### src/rtn_pkg.sv
// Package with the operation codes, register indexes and reset values of the root election node.
package rtn_pkg;

  // Operation codes of an input transaction.
  localparam logic OP_ADVERT = 1'b0;
  localparam logic OP_TICK   = 1'b1;

  // Configuration register indexes.
  localparam logic [2:0] REG_NODE_ID      = 3'd0;
  localparam logic [2:0] REG_EXPIRY_TICKS = 3'd1;
  localparam logic [2:0] REG_HELLO_PERIOD = 3'd2;
  localparam logic [2:0] REG_LINK_COUNT   = 3'd3;
  localparam logic [2:0] REG_COST_BASE    = 3'd4;

  // Reset values of the configuration registers.
  localparam logic [31:0] RST_NODE_ID      = 32'd0;
  localparam logic [31:0] RST_EXPIRY_TICKS = 32'd1000;
  localparam logic [31:0] RST_HELLO_PERIOD = 32'd1000;
  localparam logic [2:0]  RST_LINK_COUNT   = 3'd1;
  localparam logic [31:0] RST_LINK_COST    = 32'd1;

endpackage

### src/root_election_node.sv
// Top level of one node of a distance-vector root election.
//
// Input channel: one transaction is either a received advertisement
// (in_operation low, with link, root and cost) or one time tick
// (in_operation high). Each transaction yields exactly one result on the
// output channel, carrying the send flag, the current root, cost and parent,
// and whether the state changed.
// Path: an accepted input is held in the input register and then moves into
// the result register, where out_valid rises with its result.
// Throughput: one transaction per cycle while no result is stalled; the whole
// decision (one 32-bit add and compares, or the timer decrements) sits between
// the input register and the result register.
// Stall: while out_stall holds a result, one more input is taken into the
// input register; in_stall rises only when both registers are full.
// Reset: rst_n is synchronous and active low. It loads the configuration
// defaults, makes the node its own root and clears both timers, so the first
// tick sends the initial announcement.
// Configuration is written through cfg_we, cfg_index and cfg_wdata; the user must
// write it only while no transaction is in flight, which the block does not enforce.
module root_election_node #(
  parameter int MAX_LINKS = 4
) (
  input  logic        clk,
  input  logic        rst_n,
  // Configuration port.
  input  logic        cfg_we,
  input  logic [2:0]  cfg_index,
  input  logic [31:0] cfg_wdata,
  // Input channel.
  input  logic        in_valid,
  output logic        in_stall,
  input  logic        in_operation,
  input  logic [7:0]  in_rx_link,
  input  logic [31:0] in_rx_root,
  input  logic [31:0] in_rx_cost,
  // Result channel.
  output logic        out_valid,
  input  logic        out_stall,
  output logic        out_send_advert,
  output logic [31:0] out_adv_root,
  output logic [31:0] out_adv_cost,
  output logic        out_parent_valid,
  output logic [1:0]  out_parent_link,
  output logic        out_state_changed
);

  localparam logic [7:0] MaxLinksW = 8'(MAX_LINKS);

  // Configuration registers.
  logic [31:0] node_id_r;
  logic [31:0] expiry_ticks_r;
  logic [31:0] hello_period_r;
  logic [2:0]  link_count_r;
  logic [31:0] link_cost_r [MAX_LINKS];

  // Election state.
  logic        self_is_root_r, self_is_root_nxt;
  logic [31:0] learned_root_r, learned_root_nxt;
  logic [31:0] path_cost_r, path_cost_nxt;
  logic [1:0]  parent_index_r, parent_index_nxt;
  logic [31:0] root_cnt_r, root_cnt_nxt;
  logic [31:0] hello_cnt_r, hello_cnt_nxt;

  // Input register.
  logic        in_valid_r;
  logic        in_operation_r;
  logic [7:0]  in_rx_link_r;
  logic [31:0] in_rx_root_r;
  logic [31:0] in_rx_cost_r;

  // Result register.
  logic        out_valid_r;
  logic        send_nxt, changed_nxt;
  logic        out_send_advert_r;
  logic [31:0] out_adv_root_r;
  logic [31:0] out_adv_cost_r;
  logic        out_parent_valid_r;
  logic [1:0]  out_parent_link_r;
  logic        out_state_changed_r;

  // Decision signals.
  logic        advance;
  logic [31:0] cur_root;
  logic [31:0] sel_cost;
  logic [31:0] offer_cost;
  logic        link_ok;
  logic [31:0] root_dec;
  logic [31:0] hello_dec;

  // Handshake: the result register moves when empty or taken downstream.
  assign advance  = !out_valid_r || !out_stall;
  assign in_stall = in_valid_r && !advance;

  // Configuration writes.
  always_ff @(posedge clk) begin
    if (!rst_n) begin
      node_id_r      <= rtn_pkg::RST_NODE_ID;
      expiry_ticks_r <= rtn_pkg::RST_EXPIRY_TICKS;
      hello_period_r <= rtn_pkg::RST_HELLO_PERIOD;
      link_count_r   <= rtn_pkg::RST_LINK_COUNT;
      for (int i = 0; i < MAX_LINKS; i++) begin
        link_cost_r[i] <= rtn_pkg::RST_LINK_COST;
      end
    end else if (cfg_we) begin
      if (cfg_index == rtn_pkg::REG_NODE_ID) begin
        node_id_r <= cfg_wdata;
      end
      if (cfg_index == rtn_pkg::REG_EXPIRY_TICKS) begin
        expiry_ticks_r <= cfg_wdata;
      end
      if (cfg_index == rtn_pkg::REG_HELLO_PERIOD) begin
        hello_period_r <= cfg_wdata;
      end
      if (cfg_index == rtn_pkg::REG_LINK_COUNT) begin
        link_count_r <= cfg_wdata[2:0];
      end
      for (int i = 0; i < MAX_LINKS; i++) begin
        if (cfg_index == rtn_pkg::REG_COST_BASE + 3'(i)) begin
          link_cost_r[i] <= cfg_wdata;
        end
      end
    end
  end

  // Input register: takes a new transaction whenever it is not stalled.
  always_ff @(posedge clk) begin
    if (!rst_n) begin
      in_valid_r <= 1'b0;
    end else if (!in_stall) begin
      in_valid_r <= in_valid;
    end
  end

  always_ff @(posedge clk) begin
    if (in_valid && !in_stall) begin
      in_operation_r <= in_operation;
      in_rx_link_r   <= in_rx_link;
      in_rx_root_r   <= in_rx_root;
      in_rx_cost_r   <= in_rx_cost;
    end
  end

  // Cost of the arrival link and the resulting path cost.
  always_comb begin
    sel_cost = '0;
    for (int i = 0; i < MAX_LINKS; i++) begin
      if (in_rx_link_r[1:0] == 2'(i)) begin
        sel_cost = link_cost_r[i];
      end
    end
  end

  assign offer_cost = in_rx_cost_r + sel_cost;
  assign cur_root   = self_is_root_r ? node_id_r : learned_root_r;
  assign link_ok    = (in_rx_link_r < {5'd0, link_count_r}) && (in_rx_link_r < MaxLinksW);

  // Saturating timer decrements for a tick.
  assign root_dec  = (root_cnt_r != '0) ? root_cnt_r - 32'd1 : '0;
  assign hello_dec = (hello_cnt_r != '0) ? hello_cnt_r - 32'd1 : '0;

  // Election decision for the transaction in the input register.
  always_comb begin
    self_is_root_nxt = self_is_root_r;
    learned_root_nxt = learned_root_r;
    path_cost_nxt    = path_cost_r;
    parent_index_nxt = parent_index_r;
    root_cnt_nxt     = root_cnt_r;
    hello_cnt_nxt    = hello_cnt_r;
    changed_nxt      = 1'b0;
    send_nxt         = 1'b0;
    if (in_operation_r == rtn_pkg::OP_ADVERT) begin
      // Echoes of the own root and links out of range are ignored.
      if (link_ok && !(self_is_root_r && in_rx_root_r == node_id_r)) begin
        priority if (in_rx_root_r < cur_root) begin
          // A lower root is adopted through the arrival link.
          self_is_root_nxt = 1'b0;
          learned_root_nxt = in_rx_root_r;
          path_cost_nxt    = offer_cost;
          parent_index_nxt = in_rx_link_r[1:0];
          root_cnt_nxt     = expiry_ticks_r;
          changed_nxt      = 1'b1;
        end else if (in_rx_root_r != cur_root || self_is_root_r) begin
          changed_nxt = 1'b0;
        end else if (in_rx_link_r[1:0] == parent_index_r) begin
          // The parent refreshes the timer and sets the cost.
          root_cnt_nxt  = expiry_ticks_r;
          path_cost_nxt = offer_cost;
          changed_nxt   = (offer_cost != path_cost_r);
        end else if (offer_cost < path_cost_r) begin
          // A strictly cheaper path moves the parent.
          path_cost_nxt    = offer_cost;
          parent_index_nxt = in_rx_link_r[1:0];
          root_cnt_nxt     = expiry_ticks_r;
          changed_nxt      = 1'b1;
        end else begin
          // Another neighbor without a cheaper path changes nothing.
          changed_nxt = 1'b0;
        end
      end
      if (changed_nxt) begin
        send_nxt      = 1'b1;
        hello_cnt_nxt = hello_period_r;
      end
    end else begin
      root_cnt_nxt  = root_dec;
      hello_cnt_nxt = hello_dec;
      priority if (!self_is_root_r && root_dec == '0) begin
        // The learned root expired: the node becomes its own root again.
        self_is_root_nxt = 1'b1;
        path_cost_nxt    = '0;
        parent_index_nxt = '0;
        root_cnt_nxt     = expiry_ticks_r;
        hello_cnt_nxt    = hello_period_r;
        changed_nxt      = 1'b1;
        send_nxt         = 1'b1;
      end else if (hello_dec == '0) begin
        hello_cnt_nxt = hello_period_r;
        send_nxt      = 1'b1;
      end else begin
        // Neither the learned root expired nor the hello timer ran out on this tick.
        send_nxt = 1'b0;
      end
    end
  end

  // State update when the transaction moves into the result register.
  always_ff @(posedge clk) begin
    if (!rst_n) begin
      self_is_root_r <= 1'b1;
      learned_root_r <= '0;
      path_cost_r    <= '0;
      parent_index_r <= '0;
      root_cnt_r     <= '0;
      hello_cnt_r    <= '0;
    end else if (in_valid_r && advance) begin
      self_is_root_r <= self_is_root_nxt;
      learned_root_r <= learned_root_nxt;
      path_cost_r    <= path_cost_nxt;
      parent_index_r <= parent_index_nxt;
      root_cnt_r     <= root_cnt_nxt;
      hello_cnt_r    <= hello_cnt_nxt;
    end
  end

  // Result register.
  always_ff @(posedge clk) begin
    if (!rst_n) begin
      out_valid_r <= 1'b0;
    end else if (advance) begin
      out_valid_r <= in_valid_r;
    end
  end

  always_ff @(posedge clk) begin
    if (in_valid_r && advance) begin
      out_send_advert_r   <= send_nxt;
      out_adv_root_r      <= self_is_root_nxt ? node_id_r : learned_root_nxt;
      out_adv_cost_r      <= path_cost_nxt;
      out_parent_valid_r  <= !self_is_root_nxt;
      out_parent_link_r   <= self_is_root_nxt ? 2'd0 : parent_index_nxt;
      out_state_changed_r <= changed_nxt;
    end
  end

  assign out_valid         = out_valid_r;
  assign out_send_advert   = out_send_advert_r;
  assign out_adv_root      = out_adv_root_r;
  assign out_adv_cost      = out_adv_cost_r;
  assign out_parent_valid  = out_parent_valid_r;
  assign out_parent_link   = out_parent_link_r;
  assign out_state_changed = out_state_changed_r;

endmodule

### config.mk
export PLATFORM = sky130hd
export DESIGN_NAME = root_election_node
export DESIGN_NICKNAME = d
export VERILOG_FILES = /design/src/rtn_pkg.sv /design/src/root_election_node.sv
export SDC_FILE = /design/constraint.sdc
export NUM_CORES = 1
export LEC_CHECK = 0
export BUFFER_PORTS_ARGS = -buffer_cell sky130_fd_sc_hd__buf_2
export CORE_MARGIN = 2
export CORE_UTILIZATION = 38
export DETAILED_ROUTE_END_ITERATION = 6
export PLACE_DENSITY = 0.54
export SETUP_SLACK_MARGIN = 0.02
export SLEW_MARGIN = 20
export SYNTH_ARGS = -nofsm -noshare
export SYNTH_HDL_FRONTEND = slang
export SYNTH_SLANG_ARGS = --single-unit
### constraint.sdc
create_clock -name clk -period 8.5 [get_ports clk]
set_input_delay 0.425 -clock clk [delete_from_list [all_inputs] [get_ports clk]]
set_output_delay 0.425 -clock clk [all_outputs]
set_load 0.02 [all_outputs]
==> metrics list <==
- The run finished, with violations left.
- The final reports fail on design-rule violations.
* Depth of the most critical reg-to-reg path: 25
- Port Buffer Count: 183
- sky130_fd_sc_hd__edfxtp_1 takes more of the synthesized area than any other cell.
- In the routed design, unresolved DRC markers number 3.
- Antenna violations before repair: 6
- Yosys mapped a number of flops with a built-in enable equal to 270.
* Ranking of synthesized cells by instance count: sky130_fd_sc_hd__nand2_1 (330), sky130_fd_sc_hd__edfxtp_1 (270), sky130_fd_sc_hd__a21oi_1 (255)
- The count of nets left with antenna violations once routing finished came out at 0.
* Number of cells on the worst hold path: 3
* Logic depth of the worst path, buffers included: 25
- Sequential standard cell area: 12800 µm²
- On the critical path, the stage with the largest delay is an instance of sky130_fd_sc_hd__edfxtp_1.
- Post-synthesis average cell area: 10.2 µm²
* Most flop-heavy register: link_cost_r
- Setup repair after global routing left no endpoint under its margin.
- Post-layout min period: 6.67 ns
* Maxcap violations: 0
- Data on the critical path is required at its endpoint by 9.00 ns.
- Syn Nets: 2682
- TNS Setup: 0 ns
* Clock tree root driver cell: sky130_fd_sc_hd__clkbuf_16
- The synthesized design contains 502 register bits.
* Ys flop type: sky130_fd_sc_hd__edfxtp_1
- Once the clock tree was built, the setup fixing pass inserted 0 buffers.
- The clock passes through at most 3 buffers.
* Site row count: 94
- TritonCTS clock tree: built
- Critical path capture point type: flop
- Maximum clock frequency: 150 MHz
- After clock tree synthesis, the clock-pin slew on the worst setup and hold paths is 0.06 ns.
- Startpoint type of the worst setup path: flop
* Pin count of the biggest net entering global routing: 71
- Detailed Place HPWL: 53900 µm
* Source-to-sink clock delay at the later pin of the worst-skew pair: 0.63 ns
- Dominant cell by count in the synthesized netlist: sky130_fd_sc_hd__nand2_1
* Area share of the largest cell type after synthesis: 32.2%
- Hold timing on the final database bottoms out at a slack of 0.0387 ns.
- Synth Instances: 2469
- Warnings from Yosys: 0
- The number of global-route vias before repair came to 19.1k.
- Multi-input combinational cell area: 11700 µm²
- Setup violations remaining at the end of the flow were counted as 0.
- Max Slew Vio Count: 0
- Counting both buffers and inverters, the worst setup path holds a total of 4.
- Synth cell types: 78
- Routability-driven placement finished with a final weighted congestion of 0.933.
* Kind of cell adding the most delay to the critical path: compound AO/OA/AOI/OAI gates
* First DRT Iteration DRCs: 1788
* Synthesized cell area: 25200 µm²
- The analysis attributes to cell leakage a power of 11.2 nW.
- Average wire per standard cell: 22.0 µm
* Transition time of the tightest slew-check pin: 1.14 ns
- Proportion of layout cells with a drive suffix above 1: 14.4%
- Crit Path Category: reg -> reg
* Portion of the clock cycle consumed by the worst path in the final layout: 78.5%
- The most numerous cell type found on the critical path is sky130_fd_sc_hd__nor2_1.
* IR drop worst, VDD: 0.157 mV
* Nets@finish: 2892
- Num CTS Buffers: 56
- Power per cell area: 223 nW/µm²
- Largest register FFs: 128
* Clock skew after layout: 0.0248 ns
- For this run the aggregate overflow at the end of global routing stands at 0.
* Delay of the slowest critical-path stage: 0.79 ns
- Average vias per placed instance: 5.52
* WL final: 78900 µm
- Crit path DAT: 7.17 ns
- Counting the fill cells in the layout gives 6171.
- The floorplan step set the die height to 262 µm.
- Die area: 68400 µm²
* Hold Fails Final Rpt: 0
- Area growth from synthesis to final layout: 18.3%
* Asr flop ratio synth: 0%
- In this run the standard cell core region covers 65700 µm².
- Number of primary I/O pins: 184
- Peak fanout along the critical path: 20
- The worst pin sits at a relative slew slack of 23.2%.
- For this configuration, the core starts out at a cell density of 38.3%.
* Type of the most critical hold path: in -> reg
- Across every metal layer, demand over resource in global routing totals 22.7%.
* Number of H-tree levels: 2
* Count of TritonRoute iterations in the first routing pass: 7
- Sequential elements use 50.6% of the synthesized area.
- Measured along the x axis, the die boundary spans 262 µm.
- The first global-routing pass estimated 117000 µm of wire.
- Number of clock sinks: 502
- Via total after detailed routing: 19.8k
- Ranked by total cell area, the synthesized netlist is headed by sky130_fd_sc_hd__edfxtp_1 (32%), sky130_fd_sc_hd__dfxtp_1 (18%), sky130_fd_sc_hd__a21oi_1 (5.1%).
## timing repair
action / CTS / global route
hold buffers: 72 / 0
gates resized for setup: 0 / 0
endpoints found under the hold margin: 72 / 0
## logic make-up after synthesis
logic type | count (synthesis) | synth area share, %
AOI/OAI and AO/OA | 552 | 14.1
adders and majority gates | 100 | 5.00
buffers and inverters | 216 | 3.30
and+or+nand+nor | 880 | 17.2
muxes | 122 | 6.45
DFF | 502 | 50.6
xor gates and xnor gates | 97 | 3.37
## report_power, final
group          leakage, nW  switching [mW]  internal (mW)
logic                 5.70           0.793          0.483
registers             4.47          0.0786           2.67
clock network        0.978            1.02           1.60
## metrics by stage
stage / instance area [µm²] / worst slack [ns] / instances / power [mW] / utilization [%]
after floorplan: 25200 / 2.15 / 2469 / 3.64 / -
after global placement: 27100 / 1.61 / 3412 / 4.03 / 41.2
after detailed placement: 27100 / 1.48 / 3412 / 4.04 / 41.2
after CTS: 29800 / 1.45 / 3590 / 6.71 / 45.3
after global routing: 29800 / 1.30 / 3591 / 6.94 / 45.3
final: 29800 / 1.83 / 3594 / 6.65 / 45.3
## area by class of cell
type | instances | area share, %
well taps | 864 | 3.63
clock inverters | 30 | 1.39
multi-input cells | 1751 | 39.4
inverters | 68 | 0.869
clock buffers | 76 | 5.31
diodes | 3 | 0.0252
repair buffers | 300 | 6.61
flip-flops and latches | 502 | 42.8
## worst min-delay path: cells and delay by family
family	cells	cell delay, ns
AND/OR/NAND/NOR	2	0.12
buffers and inverters	1	0.09
## cells in the final DEF, fill, tap and decap left out, types with 9 or more instances in the layout
cell / n
sky130_fd_sc_hd__or3_1: 16
sky130_fd_sc_hd__or4_1: 22
sky130_fd_sc_hd__a211oi_1: 9
sky130_fd_sc_hd__a21oi_1: 253
sky130_fd_sc_hd__nand2_1: 330
sky130_fd_sc_hd__mux2i_1: 87
sky130_fd_sc_hd__o211ai_1: 15
sky130_fd_sc_hd__edfxtp_1: 270
sky130_fd_sc_hd__mux4_2: 32
sky130_fd_sc_hd__o2bb2ai_1: 17
sky130_fd_sc_hd__xor2_1: 46
sky130_fd_sc_hd__clkbuf_16: 57
sky130_fd_sc_hd__nand2b_1: 18
sky130_fd_sc_hd__a21o_1: 19
sky130_fd_sc_hd__nor2b_1: 9
sky130_fd_sc_hd__buf_4: 44
sky130_fd_sc_hd__o21ai_0: 53
sky130_fd_sc_hd__dlygate4sd3_1: 72
sky130_fd_sc_hd__nor4_1: 39
sky130_fd_sc_hd__inv_1: 66
sky130_fd_sc_hd__o31ai_1: 15
sky130_fd_sc_hd__bufinv_16: 10
sky130_fd_sc_hd__clkinv_2: 10
sky130_fd_sc_hd__a22o_1: 62
sky130_fd_sc_hd__dfxtp_1: 231
sky130_fd_sc_hd__buf_2: 184
sky130_fd_sc_hd__and2_1: 131
sky130_fd_sc_hd__and3_1: 12
sky130_fd_sc_hd__nand3_1: 43
sky130_fd_sc_hd__clkbuf_1: 10
sky130_fd_sc_hd__nor3_1: 61
sky130_fd_sc_hd__xnor2_1: 51
sky130_fd_sc_hd__nor2_1: 124
sky130_fd_sc_hd__nand4_1: 24
sky130_fd_sc_hd__o22ai_1: 15
sky130_fd_sc_hd__ha_1: 99
## path summary, 6_finish.rpt
| check | startpoint | endpoint | slack [ns] |
|---|---|---|---|
| setup / recovery | in_rx_link_r[1] | hello_cnt_r[26] | 1.83 |
| hold / removal | in_valid | in_valid_r | 0.04 |
| setup reg to reg | in_rx_link_r[1] | hello_cnt_r[26] | 1.83 |
| hold reg to reg | hello_period_r[20] | hello_period_r[20] | 0.45 |
## routing by layer
layer	GRT usage (%)	up-vias	wire length [µm]
met5	0	-	30
met2	35.8	645	35600
met1	31.6	9551	35600
met3	3.89	149	5100
met4	7.50	6	2600
li1	-	9476	-
Power figures use the tool's default switching activity.
